--- config.mk ---
export PLATFORM = sky130hd
export DESIGN_NAME = dst_rule_offset_eval_top
export DESIGN_NICKNAME = d
export VERILOG_FILES = /design/src/hdl/dre_pkg.sv /design/src/hdl/dre_trans.sv /design/src/hdl/dst_rule_offset_eval_top.sv
export VERILOG_INCLUDE_DIRS = /design/src /design/src/hdl
export SDC_FILE = /design/constraint.sdc
export NUM_CORES = 2
export LEC_CHECK = 0
export BUFFER_PORTS_ARGS = -buffer_cell sky130_fd_sc_hd__buf_4
export CORE_MARGIN = 8
export CORE_UTILIZATION = 60
export DETAILED_ROUTE_END_ITERATION = 8
export GPL_ROUTABILITY_DRIVEN = 1
export PLACE_DENSITY = 0.8
export SLEW_MARGIN = 20
export SYNTH_ARGS = -nofsm -noshare
export SYNTH_HDL_FRONTEND = slang
export SYNTH_SLANG_ARGS = --single-unit
--- constraint.sdc ---
create_clock -name i_clk -period 7.9 [get_ports i_clk]
set_input_delay 1.58 -clock i_clk [delete_from_list [all_inputs] [get_ports i_clk]]
set_output_delay 1.58 -clock i_clk [all_outputs]
set_load 0.02 [all_outputs]
--- src/hdl/dst_rule_offset_eval_top_defines.svh ---
// ----------------------------------------------------------------------------
// dst_rule_offset_eval_top_defines.svh
// Assertion macros shared by the daylight saving offset evaluator.
// ----------------------------------------------------------------------------
`ifndef DST_RULE_OFFSET_EVAL_TOP_DEFINES_SVH
`define DST_RULE_OFFSET_EVAL_TOP_DEFINES_SVH
`ifndef SYNTHESIS
`define DRE_ASSERT(lbl, prop) \
    lbl: assert property (@(posedge i_clk) disable iff (!i_rst_n) prop) \
        else $error("dre assertion failed");
`define DRE_ASSERT_NR(lbl, prop) \
    lbl: assert property (@(posedge i_clk) prop) \
        else $error("dre assertion failed");
`else
`define DRE_ASSERT(lbl, prop)
`define DRE_ASSERT_NR(lbl, prop)
`endif
`endif

--- src/hdl/dre_pkg.sv ---
`timescale 1ns / 1ps
// ----------------------------------------------------------------------------
// dre_pkg
// Constants and calendar helpers for the daylight saving offset evaluator.
// ----------------------------------------------------------------------------
package dre_pkg;

    typedef logic [3:0] t_stage_en;

    localparam logic [2:0] CFG_DST_ENABLE = 3'd0;
    localparam logic [2:0] CFG_STD_OFFSET = 3'd1;
    localparam logic [2:0] CFG_DST_OFFSET = 3'd2;
    localparam logic [2:0] CFG_START_DATE = 3'd3;
    localparam logic [2:0] CFG_START_TIME = 3'd4;
    localparam logic [2:0] CFG_END_DATE   = 3'd5;
    localparam logic [2:0] CFG_END_TIME   = 3'd6;

    // t / 86400 == (t >> 7) / 675, reciprocal exact for 25-bit operands
    localparam logic [25:0] RECIP_675  = 26'd50903317;
    // (4d+3) / 1461, exact for 18-bit operands
    localparam logic [18:0] RECIP_1461 = 19'd367469;
    // x / 7, exact for 17-bit operands
    localparam logic [17:0] RECIP_7    = 18'd149797;
    // day number of 2100-03-01; 2100 is not a leap year
    localparam logic [15:0] DAY_2100_MAR = 16'd47541;
    localparam logic [16:0] SECS_PER_DAY = 17'd86400;

    function automatic logic [8:0] month_start(input logic [3:0] m);
        logic [8:0] r;
        unique case (m)
            4'd1:    r = 9'd0;
            4'd2:    r = 9'd31;
            4'd3:    r = 9'd59;
            4'd4:    r = 9'd90;
            4'd5:    r = 9'd120;
            4'd6:    r = 9'd151;
            4'd7:    r = 9'd181;
            4'd8:    r = 9'd212;
            4'd9:    r = 9'd243;
            4'd10:   r = 9'd273;
            4'd11:   r = 9'd304;
            default: r = 9'd334;
        endcase
        return r;
    endfunction

    function automatic logic [4:0] month_len(input logic [3:0] m, input logic leap);
        logic [4:0] r;
        unique case (m)
            4'd2:                      r = leap ? 5'd29 : 5'd28;
            4'd4, 4'd6, 4'd9, 4'd11:   r = 5'd30;
            default:                   r = 5'd31;
        endcase
        return r;
    endfunction

endpackage

--- src/hdl/dre_trans.sv ---
`timescale 1ns / 1ps
// ----------------------------------------------------------------------------
// dre_trans
// Four-stage pipeline turning a year start and a date rule into a UTC epoch.
// ----------------------------------------------------------------------------
module dre_trans (
    input  logic              i_clk,
    input  dre_pkg::t_stage_en i_en,
    input  logic [15:0]       i_ys,     // day number of Jan 1 of the year
    input  logic              i_leap,
    input  logic [9:0]        i_date,   // [3:0] month, [6:4] week, [9:7] weekday
    input  logic [31:0]       i_bias,   // time of day minus offset, seconds
    output logic [31:0]       o_utc
);

    logic [3:0]  w_m;
    logic [2:0]  w_wk;
    logic [2:0]  w_wd;

    logic [15:0] r4_first;
    logic        r4_leap;
    logic [15:0] r5_first;
    logic [2:0]  r5_fdow;
    logic        r5_leap;
    logic [15:0] r6_dtr;
    logic [31:0] r7_utc;

    logic [15:0] n4_first;
    logic [16:0] w5_x;
    logic [34:0] w5_p;
    logic [16:0] w5_q;
    logic [16:0] w5_rem;
    logic [3:0]  w6_diff;
    logic [2:0]  w6_mod;
    logic [5:0]  w6_day;
    logic [5:0]  w6_dim;
    logic [32:0] w7_p;

    // clamp the rule fields; config must stay stable while items are in flight (the user's duty, not enforced here)
    always_comb begin
        w_m  = i_date[3:0];
        if (w_m == 4'd0) w_m = 4'd1;
        if (w_m > 4'd12) w_m = 4'd12;
        w_wk = i_date[6:4];
        if (w_wk == 3'd0) w_wk = 3'd1;
        if (w_wk > 3'd5)  w_wk = 3'd5;
        w_wd = (i_date[9:7] == 3'd7) ? 3'd0 : i_date[9:7];
    end

    assign n4_first = i_ys + 16'(dre_pkg::month_start(w_m))
                    + 16'((i_leap && w_m > 4'd2) ? 1 : 0);

    // weekday of the first of the month: (first + 4) mod 7
    assign w5_x   = 17'(r4_first) + 17'd4;
    assign w5_p   = 35'(w5_x) * 35'(dre_pkg::RECIP_7);
    assign w5_q   = 17'(w5_p[34:20]);
    assign w5_rem = w5_x - 17'(w5_q * 17'd7);

    always_comb begin
        w6_diff = 4'd7 + 4'(w_wd) - 4'(r5_fdow);
        w6_mod  = (w6_diff >= 4'd7) ? 3'(w6_diff - 4'd7) : w6_diff[2:0];
        w6_dim  = 6'(dre_pkg::month_len(w_m, r5_leap));
        w6_day  = 6'd1 + 6'(w6_mod) + 6'(6'(w_wk - 3'd1) * 6'd7);
        if (w6_day > w6_dim) w6_day = w6_day - 6'd7;
    end

    assign w7_p = 33'(r6_dtr) * 33'(dre_pkg::SECS_PER_DAY);

    always_ff @(posedge i_clk) begin
        if (i_en[0]) begin
            r4_first <= n4_first;
            r4_leap  <= i_leap;
        end
        if (i_en[1]) begin
            r5_first <= r4_first;
            r5_fdow  <= w5_rem[2:0];
            r5_leap  <= r4_leap;
        end
        if (i_en[2]) begin
            r6_dtr <= r5_first + 16'(w6_day) - 16'd1;
        end
        if (i_en[3]) begin
            r7_utc <= w7_p[31:0] + i_bias;
        end
    end

    assign o_utc = r7_utc;

endmodule

--- src/hdl/dst_rule_offset_eval_top.sv ---
`timescale 1ns / 1ps
// ----------------------------------------------------------------------------
// dst_rule_offset_eval_top
// Local offset and daylight flag for a UTC epoch under an "M" DST rule.
// ----------------------------------------------------------------------------
// One epoch is taken per clock unless a stalled output has filled every stage;
// each result moves through the stages day split, year estimate, year start,
// month start, weekday, transition day, transition epoch, window compare.
// Each stage holds on its own when the next one is full, so a stalled output
// does not stop items from filling the empty stages behind it. Configuration
// writes are accepted every cycle and must only be made while the pipeline
// is empty.
`include "dst_rule_offset_eval_top_defines.svh"

module dst_rule_offset_eval_top (
    input  logic        i_clk,
    input  logic        i_rst_n,
    input  logic        i_s_axis_tvalid,
    output logic        o_s_axis_tready,
    input  logic [31:0] i_s_axis_tdata,   // [31:0] utc_time
    output logic        o_m_axis_tvalid,
    input  logic        i_m_axis_tready,
    output logic [15:0] o_m_axis_tdata,   // [11:0] offset_min, [15:12] zero
    output logic        o_m_axis_tuser,   // [0] dst_active
    input  logic        i_cfg_valid,
    output logic        o_cfg_ready,
    input  logic [2:0]  i_cfg_index,
    input  logic [17:0] i_cfg_data
);

    logic        r_dst_enable;
    logic [11:0] r_std_offset;
    logic [11:0] r_dst_offset;
    logic [9:0]  r_start_date;
    logic [17:0] r_start_time;
    logic [9:0]  r_end_date;
    logic [17:0] r_end_time;

    logic [8:1]  r_v;
    logic [9:1]  w_en;

    logic [31:0] r1_t, r2_t, r3_t, r4_t, r5_t, r6_t, r7_t;
    logic [50:0] r1_p;
    logic [36:0] r2_p;
    logic [15:0] r3_ys;
    logic        r3_leap;
    logic [11:0] r_off;
    logic        r_act;

    logic [15:0] w2_days;
    logic [15:0] w2_dp;
    logic [17:0] w2_x;
    logic [7:0]  w3_yoff;
    logic [7:0]  w3_yi;
    logic [15:0] n3_ys;
    logic        n3_leap;
    logic [31:0] w_bias_s;
    logic [31:0] w_bias_e;
    logic [31:0] w_s;
    logic [31:0] w_e;
    logic        w_act;
    dre_pkg::t_stage_en w_sub_en;

    assign o_cfg_ready = 1'b1;

    always_ff @(posedge i_clk) begin
        if (!i_rst_n) begin
            r_dst_enable <= 1'b0;
            r_std_offset <= 12'd0;
            r_dst_offset <= 12'd60;
            r_start_date <= 10'd35;
            r_start_time <= 18'd7200;
            r_end_date   <= 10'd27;
            r_end_time   <= 18'd7200;
        end else if (i_cfg_valid) begin
            unique case (i_cfg_index)
                dre_pkg::CFG_DST_ENABLE: r_dst_enable <= i_cfg_data[0];
                dre_pkg::CFG_STD_OFFSET: r_std_offset <= i_cfg_data[11:0];
                dre_pkg::CFG_DST_OFFSET: r_dst_offset <= i_cfg_data[11:0];
                dre_pkg::CFG_START_DATE: r_start_date <= i_cfg_data[9:0];
                dre_pkg::CFG_START_TIME: r_start_time <= i_cfg_data;
                dre_pkg::CFG_END_DATE:   r_end_date   <= i_cfg_data[9:0];
                dre_pkg::CFG_END_TIME:   r_end_time   <= i_cfg_data;
                default: ;
            endcase
        end
    end

    // per-stage advance: a stage loads when it is empty or its content moves on
    always_comb begin
        w_en[9] = i_m_axis_tready;
        for (int k = 8; k >= 1; k--) begin
            w_en[k] = !r_v[k] || w_en[k+1];
        end
    end

    assign o_s_axis_tready = w_en[1];

    always_ff @(posedge i_clk) begin
        if (!i_rst_n) begin
            r_v <= '0;
        end else begin
            if (w_en[1]) r_v[1] <= i_s_axis_tvalid;
            for (int k = 2; k <= 8; k++) begin
                if (w_en[k]) r_v[k] <= r_v[k-1];
            end
        end
    end

    // stage 2: day number, shifted to a Julian 4-year cycle from 1969
    assign w2_days = r1_p[50:35];
    assign w2_dp   = w2_days + 16'd365 + 16'((w2_days >= dre_pkg::DAY_2100_MAR) ? 1 : 0);
    assign w2_x    = {w2_dp, 2'b11};

    // stage 3: year index, leap flag and day number of Jan 1
    assign w3_yoff = r2_p[36:29];
    assign w3_yi   = w3_yoff - 8'd1;
    assign n3_leap = (w3_yoff[1:0] == 2'b11) && (w3_yoff != 8'd131);
    assign n3_ys   = 16'(16'(w3_yi) * 16'd365) + 16'(w3_yoff[7:2])
                   - 16'((w3_yoff > 8'd131) ? 1 : 0);

    always_ff @(posedge i_clk) begin
        if (w_en[1]) begin
            r1_t <= i_s_axis_tdata;
            r1_p <= 51'(i_s_axis_tdata[31:7]) * 51'(dre_pkg::RECIP_675);
        end
        if (w_en[2]) begin
            r2_t <= r1_t;
            r2_p <= 37'(w2_x) * 37'(dre_pkg::RECIP_1461);
        end
        if (w_en[3]) begin
            r3_t    <= r2_t;
            r3_ys   <= n3_ys;
            r3_leap <= n3_leap;
        end
        if (w_en[4]) r4_t <= r3_t;
        if (w_en[5]) r5_t <= r4_t;
        if (w_en[6]) r6_t <= r5_t;
        if (w_en[7]) r7_t <= r6_t;
    end

    assign w_bias_s = 32'(r_start_time)
                    - 32'(32'(signed'(r_std_offset)) * 32'sd60);
    assign w_bias_e = 32'(r_end_time)
                    - 32'(32'(signed'(r_dst_offset)) * 32'sd60);
    assign w_sub_en = w_en[7:4];

    dre_trans u_start (
        .i_clk  (i_clk),
        .i_en   (w_sub_en),
        .i_ys   (r3_ys),
        .i_leap (r3_leap),
        .i_date (r_start_date),
        .i_bias (w_bias_s),
        .o_utc  (w_s)
    );

    dre_trans u_end (
        .i_clk  (i_clk),
        .i_en   (w_sub_en),
        .i_ys   (r3_ys),
        .i_leap (r3_leap),
        .i_date (r_end_date),
        .i_bias (w_bias_e),
        .o_utc  (w_e)
    );

    // the window wraps past the new year when start lies after end
    always_comb begin
        if (w_s <= w_e) w_act = (r7_t >= w_s) && (r7_t < w_e);
        else            w_act = (r7_t >= w_s) || (r7_t < w_e);
        w_act = w_act && r_dst_enable;
    end

    always_ff @(posedge i_clk) begin
        if (w_en[8]) begin
            r_act <= w_act;
            r_off <= w_act ? r_dst_offset : r_std_offset;
        end
    end

    assign o_m_axis_tvalid = r_v[8];
    assign o_m_axis_tdata  = {4'd0, r_off};
    assign o_m_axis_tuser  = r_act;

    `DRE_ASSERT(a_flag_needs_enable, o_m_axis_tvalid && o_m_axis_tuser |-> r_dst_enable)
    `DRE_ASSERT(a_std_when_off, o_m_axis_tvalid && !o_m_axis_tuser |-> r_off == r_std_offset)
    `DRE_ASSERT(a_dst_when_on, o_m_axis_tvalid && o_m_axis_tuser |-> r_off == r_dst_offset)
    `DRE_ASSERT(a_stall_only_full, !o_s_axis_tready |-> (&r_v) && !i_m_axis_tready)
    `DRE_ASSERT_NR(a_reset_empty, !i_rst_n |=> r_v == '0)

endmodule

---- Yosys cells after proc, flatten, opt, wreduce, memory -nomap -nowiden ----
Memory sizes are Yosys's and may differ from the RTL's.
Index checks and enable logic that the tools add are counted.
word-level totals
  register bits ........................... 599
  memory bits (read-only) ................. 288
  word-level logic and storage cells ...... 184
  memories ................................ 2
cells by class
  add/sub/neg operators ................... 35
  multiply operators ...................... 13
  $lt $le $gt $ge ......................... 15
  eq/ne operators ......................... 20
  muxes and demuxes ....................... 23
  reductions and logical operators ........ 36
memories
  name              words  width  read ports  clocked after memory_dff  wr ports  RTL line       source
  (name not given)  16     9      1           0                         0         dre_pkg.sv:30  unique case (m)
  (name not given)  16     9      1           0                         0         dre_pkg.sv:30
operators by type and width
  operator                  number
  $mul A17 B18 Y35 const B  2
  $add A32 B32 Y32          2
  $mul A25 B26 Y51 const B  1
  $mul A16 B10 Y25 const B  2
  $add A16 B6 Y16           3
  $sub A19 B19 Y20          2
  $mul A18 B19 Y37 const B  1
  $add A16 B3 Y17 const B   2
  $mul A12 B5 Y17 const B   2
  $add A16 B16 Y16          2
  $add A16 B9 Y16           2
  $ge A32 B32 Y1            1
  $le A32 B32 Y1            1
  $lt A32 B32 Y1            1
  $sub A16 B1 Y16 const B   2
  $mul A15 B3 Y3 const B    2
  $mux W3                   8
  $add A16 B1 Y16           1
  $add A16 B9 Y16 const B   1
  $eq A4 B3 Y1 const B      4
  $eq A4 B4 Y1 const B      4
  $ge A16 B16 Y1 const B    1
  $mul A8 B9 Y16 const B    1
  $mux W4                   4
  35 further kinds          90

---- Depth between registers and ports, before layout ----
  depth after elaboration ................. 12
  mapped depth ............................ 36
  depth with buffers taken out ............ 36

---- Modules after synthesis ----
A second synthesis with hierarchy kept.
second synthesis, totals
  cells, all modules ...................... 5486
  area total of the unflattened synthesis .. 57013.4 um^2
modules (own cells, without submodules)
  module                    times used  cells each  area each (um^2)  sequential area each (um^2)
  dst_rule_offset_eval_top  1           3152        34474.3           10129.7
  dre_trans at u_start      1           1191        11436.0           2552.4
  dre_trans at u_end        1           1143        11103.1           2552.4

---- Least setup slack after synthesis ----
No wires, ideal clock.
  path kind ............................... flip-flop to flip-flop
  start ................................... register r1_p[37]
  end ..................................... register r2_p[36] (data pin)
  library setup time ...................... 0.258 ns
  data arrival time ....................... 7.472 ns
  data required time ...................... 7.642 ns
  setup slack ............................. 0.170 ns
  stages on the path, launching flop included .. 34
  path buffers ............................ 0
  path through ............................ edfxtp_1 > o21ai_0 > a21oi_1 > o211ai_1 > a21oi_1 > o21ai_0 > ha_1 > inv_1 > a21oi_1 > a21bo_2 > nand2_1 > a21oi_1 > or4b_2 > xor2_1 > xnor2_1 > inv_1 > fa_1 > fa_1 > inv_1 > fa_1 > fa_1 > inv_1 > fa_1 > inv_1 > ha_1 > a21o_1 > a21o_1 > a31oi_1 > o211ai_1 > a211oi_1 > o21ai_1 > a31oi_1 > o21bai_1 > xnor2_1
between the ends
  cells in the longest elaborated chain, start to end .. 4
ends and longest elaborated chain
  element                   RTL line                         source
  start: declaration        dst_rule_offset_eval_top.sv:43   logic [50:0] r1_p;
  start signal: assignment  dst_rule_offset_eval_top.sv:125  r1_p <= 51'(i_s_axis_tdata[31:7]) * 51'(dre_pkg::RECIP_675);
  $ge A16 B16 Y1            dst_rule_offset_eval_top.sv:112  assign w2_dp = w2_days + 16'd365 + 16'((w2_days >= dre_pkg::DAY_2100_MAR) ? 1 : 0);
  $mux W1                   dst_rule_offset_eval_top.sv:112
  $add A16 B1 Y16 (*)       dst_rule_offset_eval_top.sv:112
  $mul A18 B19 Y37 (*)      dst_rule_offset_eval_top.sv:129  r2_p <= 37'(w2_x) * 37'(dre_pkg::RECIP_1461);
  end signal: assignment    dst_rule_offset_eval_top.sv:129
  end: declaration          dst_rule_offset_eval_top.sv:44   logic [36:0] r2_p;
Every way passes the cells marked *; elsewhere a longest branch is shown, timed or not.
A chain may end at the register's enable or synchronous reset.

---- Worst setup path in the final report ----
  start ................................... register r1_p[35]
  end ..................................... register r2_p[36] (data pin)
The elaborated chain is that of the path after synthesis.

==> summary.txt <==
Synthesis
  • FFs w/ async S/R, synth: 0%
  • Synthesized instance count: 5443
  • Post-synthesis sequential area ratio: 26.8%
  • Largest cells by area after synthesis: ha_1 (24%), edfxtp_1 (24%), fa_1 (18%)
  • Post-synthesis cell type count: 87
  • Ys Warns: 0
  • Post-Synthesis Cell Area: 56700 um2
  • Synth area leader: ha_1
  • Ys flop type: edfxtp_1
  • FF+latch count, synth: 535
  • Most frequent cell after synthesis: inv_1
  • Most common library cells after synthesis: inv_1 (1227), ha_1 (1103), fa_1 (522)
  • Avg Cell Area, Syn: 10.4 um2
  • Post-synth EDFFs: 446
  • Post-synth top area share: 24.3%

STA
  • Fin Clk Skew: 0.0329 ns
  • Max-slew violation count: 0
  • Period minus WS final: about 7.9 ns
  • RSZ-0062 raised after global routing: true
  • Rel. slew slack: 27.0%
  • Fin crit share: 100%
  • Worst Tran Pin Value: 1.09 ns
  • Final setup violation count: 1
  • Final setup margin: -0.0232 ns
  • Fmax: 126 MHz
  • Final hold viol count: 0

Route
  • DRT iter0 DRCs: 2473
  • Drt wl/cell: 18.6 um
  • Via density: 5.52
  • Final wirelength: 130000 um
  • Post-DRT Antenna Nets: 0
  • Total number of vias: 38381
  • # DRC: 0
  • DRT Pass-1 Iters: 5

Clock tree
  • Root buffer cell: clkbuf_16
  • Clock Sinks: about 540
  • CTS buffer count: 53
  • Clock Latency Late Sink: 0.63 ns
  • CTS hold repair buffers: 0
  • CTS Buffer Depth: 3
  • Clock slew at reported path FFs: approximately 0.07 ns
  • CTS tree: yes
  • CTS H-tree lvls: 2

Critical path
  • Slowest library cell on the worst path: fa_2
  • Startpoint Class: flip-flop
  • WP data required: 8.27 ns
  • Worst path max stage delay: 0.57 ns
  • WS Path Type: flip-flop to flip-flop
  • Crit end category: flip-flop
  • Critical path arrival: just over 8 ns
  • Critical Path Fanout Max: 3

GRT
  • First-pass GRT wire length: 208000 um
  • Largest net degree at the start of global routing: 90
  • Initial antenna violation count: 2
  • Total grt overflow: 0
  • GRT Util Overall: roughly 25%
  • Number of global-route vias before repair: 39889

Worst hold path
  • Hold Path Class: flip-flop to flip-flop

Placement
  • GP Congestion: 0.957
  • Detail Placement HPWL: 107000 um
  • Placed Instances: 6842
  • Placed Area: a little under 60000 um2
  • IO Port Bufs: 72

Layout
  • Fillers: 7123
  • Synth-to-Final Area Change: 8.91%
  • Share of cells above drive strength 1: 7.13%
  • Area of the multi-input gates: 37100 um2
  • Post-route cell area: 61700 um2
  • Finished Layout Cells: 6953
  • Reg area: ~15000 um2
  • Post-layout util: 66.0%
  • Final nets: 7339

Die
  • Die W: 323 um
  • Core Rows: 112
  • DIE AREA: 105000 um2
  • IO Pins: 78
  • Starting Density: 60.6%
  • Core Footprint: slightly above 90000 um2
  • Die Y: roughly 320 um

Run status
  • Status: complete, but fails checks
  • Failing checks: negative setup slack

Run
  • Max-cap violation count: 0
==> cell families after synthesis <==
family / Yosys count / synth area share [%]
fa+ha+maj: 1625 / 42.8
buf+inv: 1268 / 8.43
simple gates: 872 / 7.26
compound gates: 761 / 8.76
flops: 535 / 26.8
xor+xnor: 351 / 5.45
mux: 29 / 0.530
other cells: 2 / 0.0132
==> metrics by stage <==
| stage | setup WS, ns | hold WS (ns) | setup TNS, ns |
|---|---|---|---|
| floorplan | 0.170 | 0.400 | 0 |
| global placement | -0.115 | 0.401 | -0.230 |
| detailed placement | -0.404 | 0.405 | -1.21 |
| CTS | -0.0277 | 0.412 | -0.0277 |
| global route | -0.274 | 0.421 | -0.749 |
| finish | -0.0232 | 0.410 | -0.0232 |
==> what timing repair did <==
item | CTS | global route
setup buffers | 6 | 9
pin swaps | 6 | 77
gates resized for setup | 11 | 76
setup endpoints to repair | 11 | 17
==> area by class of cell <==
cell class                      count  area share, %
Clock buffer                       59           2.20
Antenna cell                        2        0.00811
Inverter                         1227           7.46
Tap cell                         1254           2.54
Multi-Input combinational cell   3645           60.2
Sequential cell                   535           24.6
Timing Repair Buffer              194           2.36
Clock inverter                     37          0.687
==> sequential cells by signal (all words and copies together) (netlist names), 18 cells and up <==
signal and count:
r6_t 32, r1_t 32, r2_t 32, u_start.o_utc 32, r4_t 32, r5_t 32
u_end.o_utc 32, r_end_time 18, r_start_time 18, r7_t 32, r3_t 32
==> placed cells by master (no fill, tap or decap), types with 18 or more instances in the layout <==
cell / instances
clkbuf_16: 53
nand4_1: 33
o211ai_1: 24
and3_1: 29
nand2b_1: 37
nor3_1: 68
o21bai_1: 27
nor2_1: 184
a21o_1: 97
nor2b_1: 50
xor2_1: 95
o21ai_0: 133
nand2_1: 297
fa_1: 514
nand3_1: 77
edfxtp_1: 446
o21a_1: 39
dfxtp_1: 89
xnor2_1: 247
buf_4: 194
inv_1: 1208
ha_1: 1087
mux2i_1: 21
a21boi_0: 77
inv_2: 18
or3_1: 18
a21oi_1: 215
==> worst max-delay path: cells and delay by family, from the launching register on <==
kind                     cells  cell delay (ns)
buffers and inverters        4             0.30
XOR/XNOR                     2             0.37
adder cells (fa/ha/maj)      9             3.33
AND/OR/NAND/NOR              2             0.29
AO/OA/AOI/OAI               16             2.94
flip-flops                   1             0.41
==> routing by layer <==
| layer | global-route usage [%] | up-vias | share of wire, % |
|---|---|---|---|
| met5 | 0 | - | 0 |
| met4 | 7.03 | 0 | 2.9 |
| met3 | 3.20 | 217 | 5.7 |
| met2 | 42.4 | 1040 | 48 |
| met1 | 33.5 | 18646 | 43 |
| li1 | - | 18478 | - |
==> worst paths after layout <==
kind | end | cells after the start | from | slack [ns]
setup / recovery | r2_p[36] | 33 | r1_p[35] | -0.02
hold / removal | r7_t[3] | 0 | r6_t[3] | 0.41
setup reg to reg | r2_p[36] | 33 | r1_p[35] | -0.02
hold reg to reg | r7_t[3] | 0 | r6_t[3] | 0.41
Power is left out: the tool's default activity adds up to more than one toggle a clock period on the data nets, which glitch-free logic cannot reach.
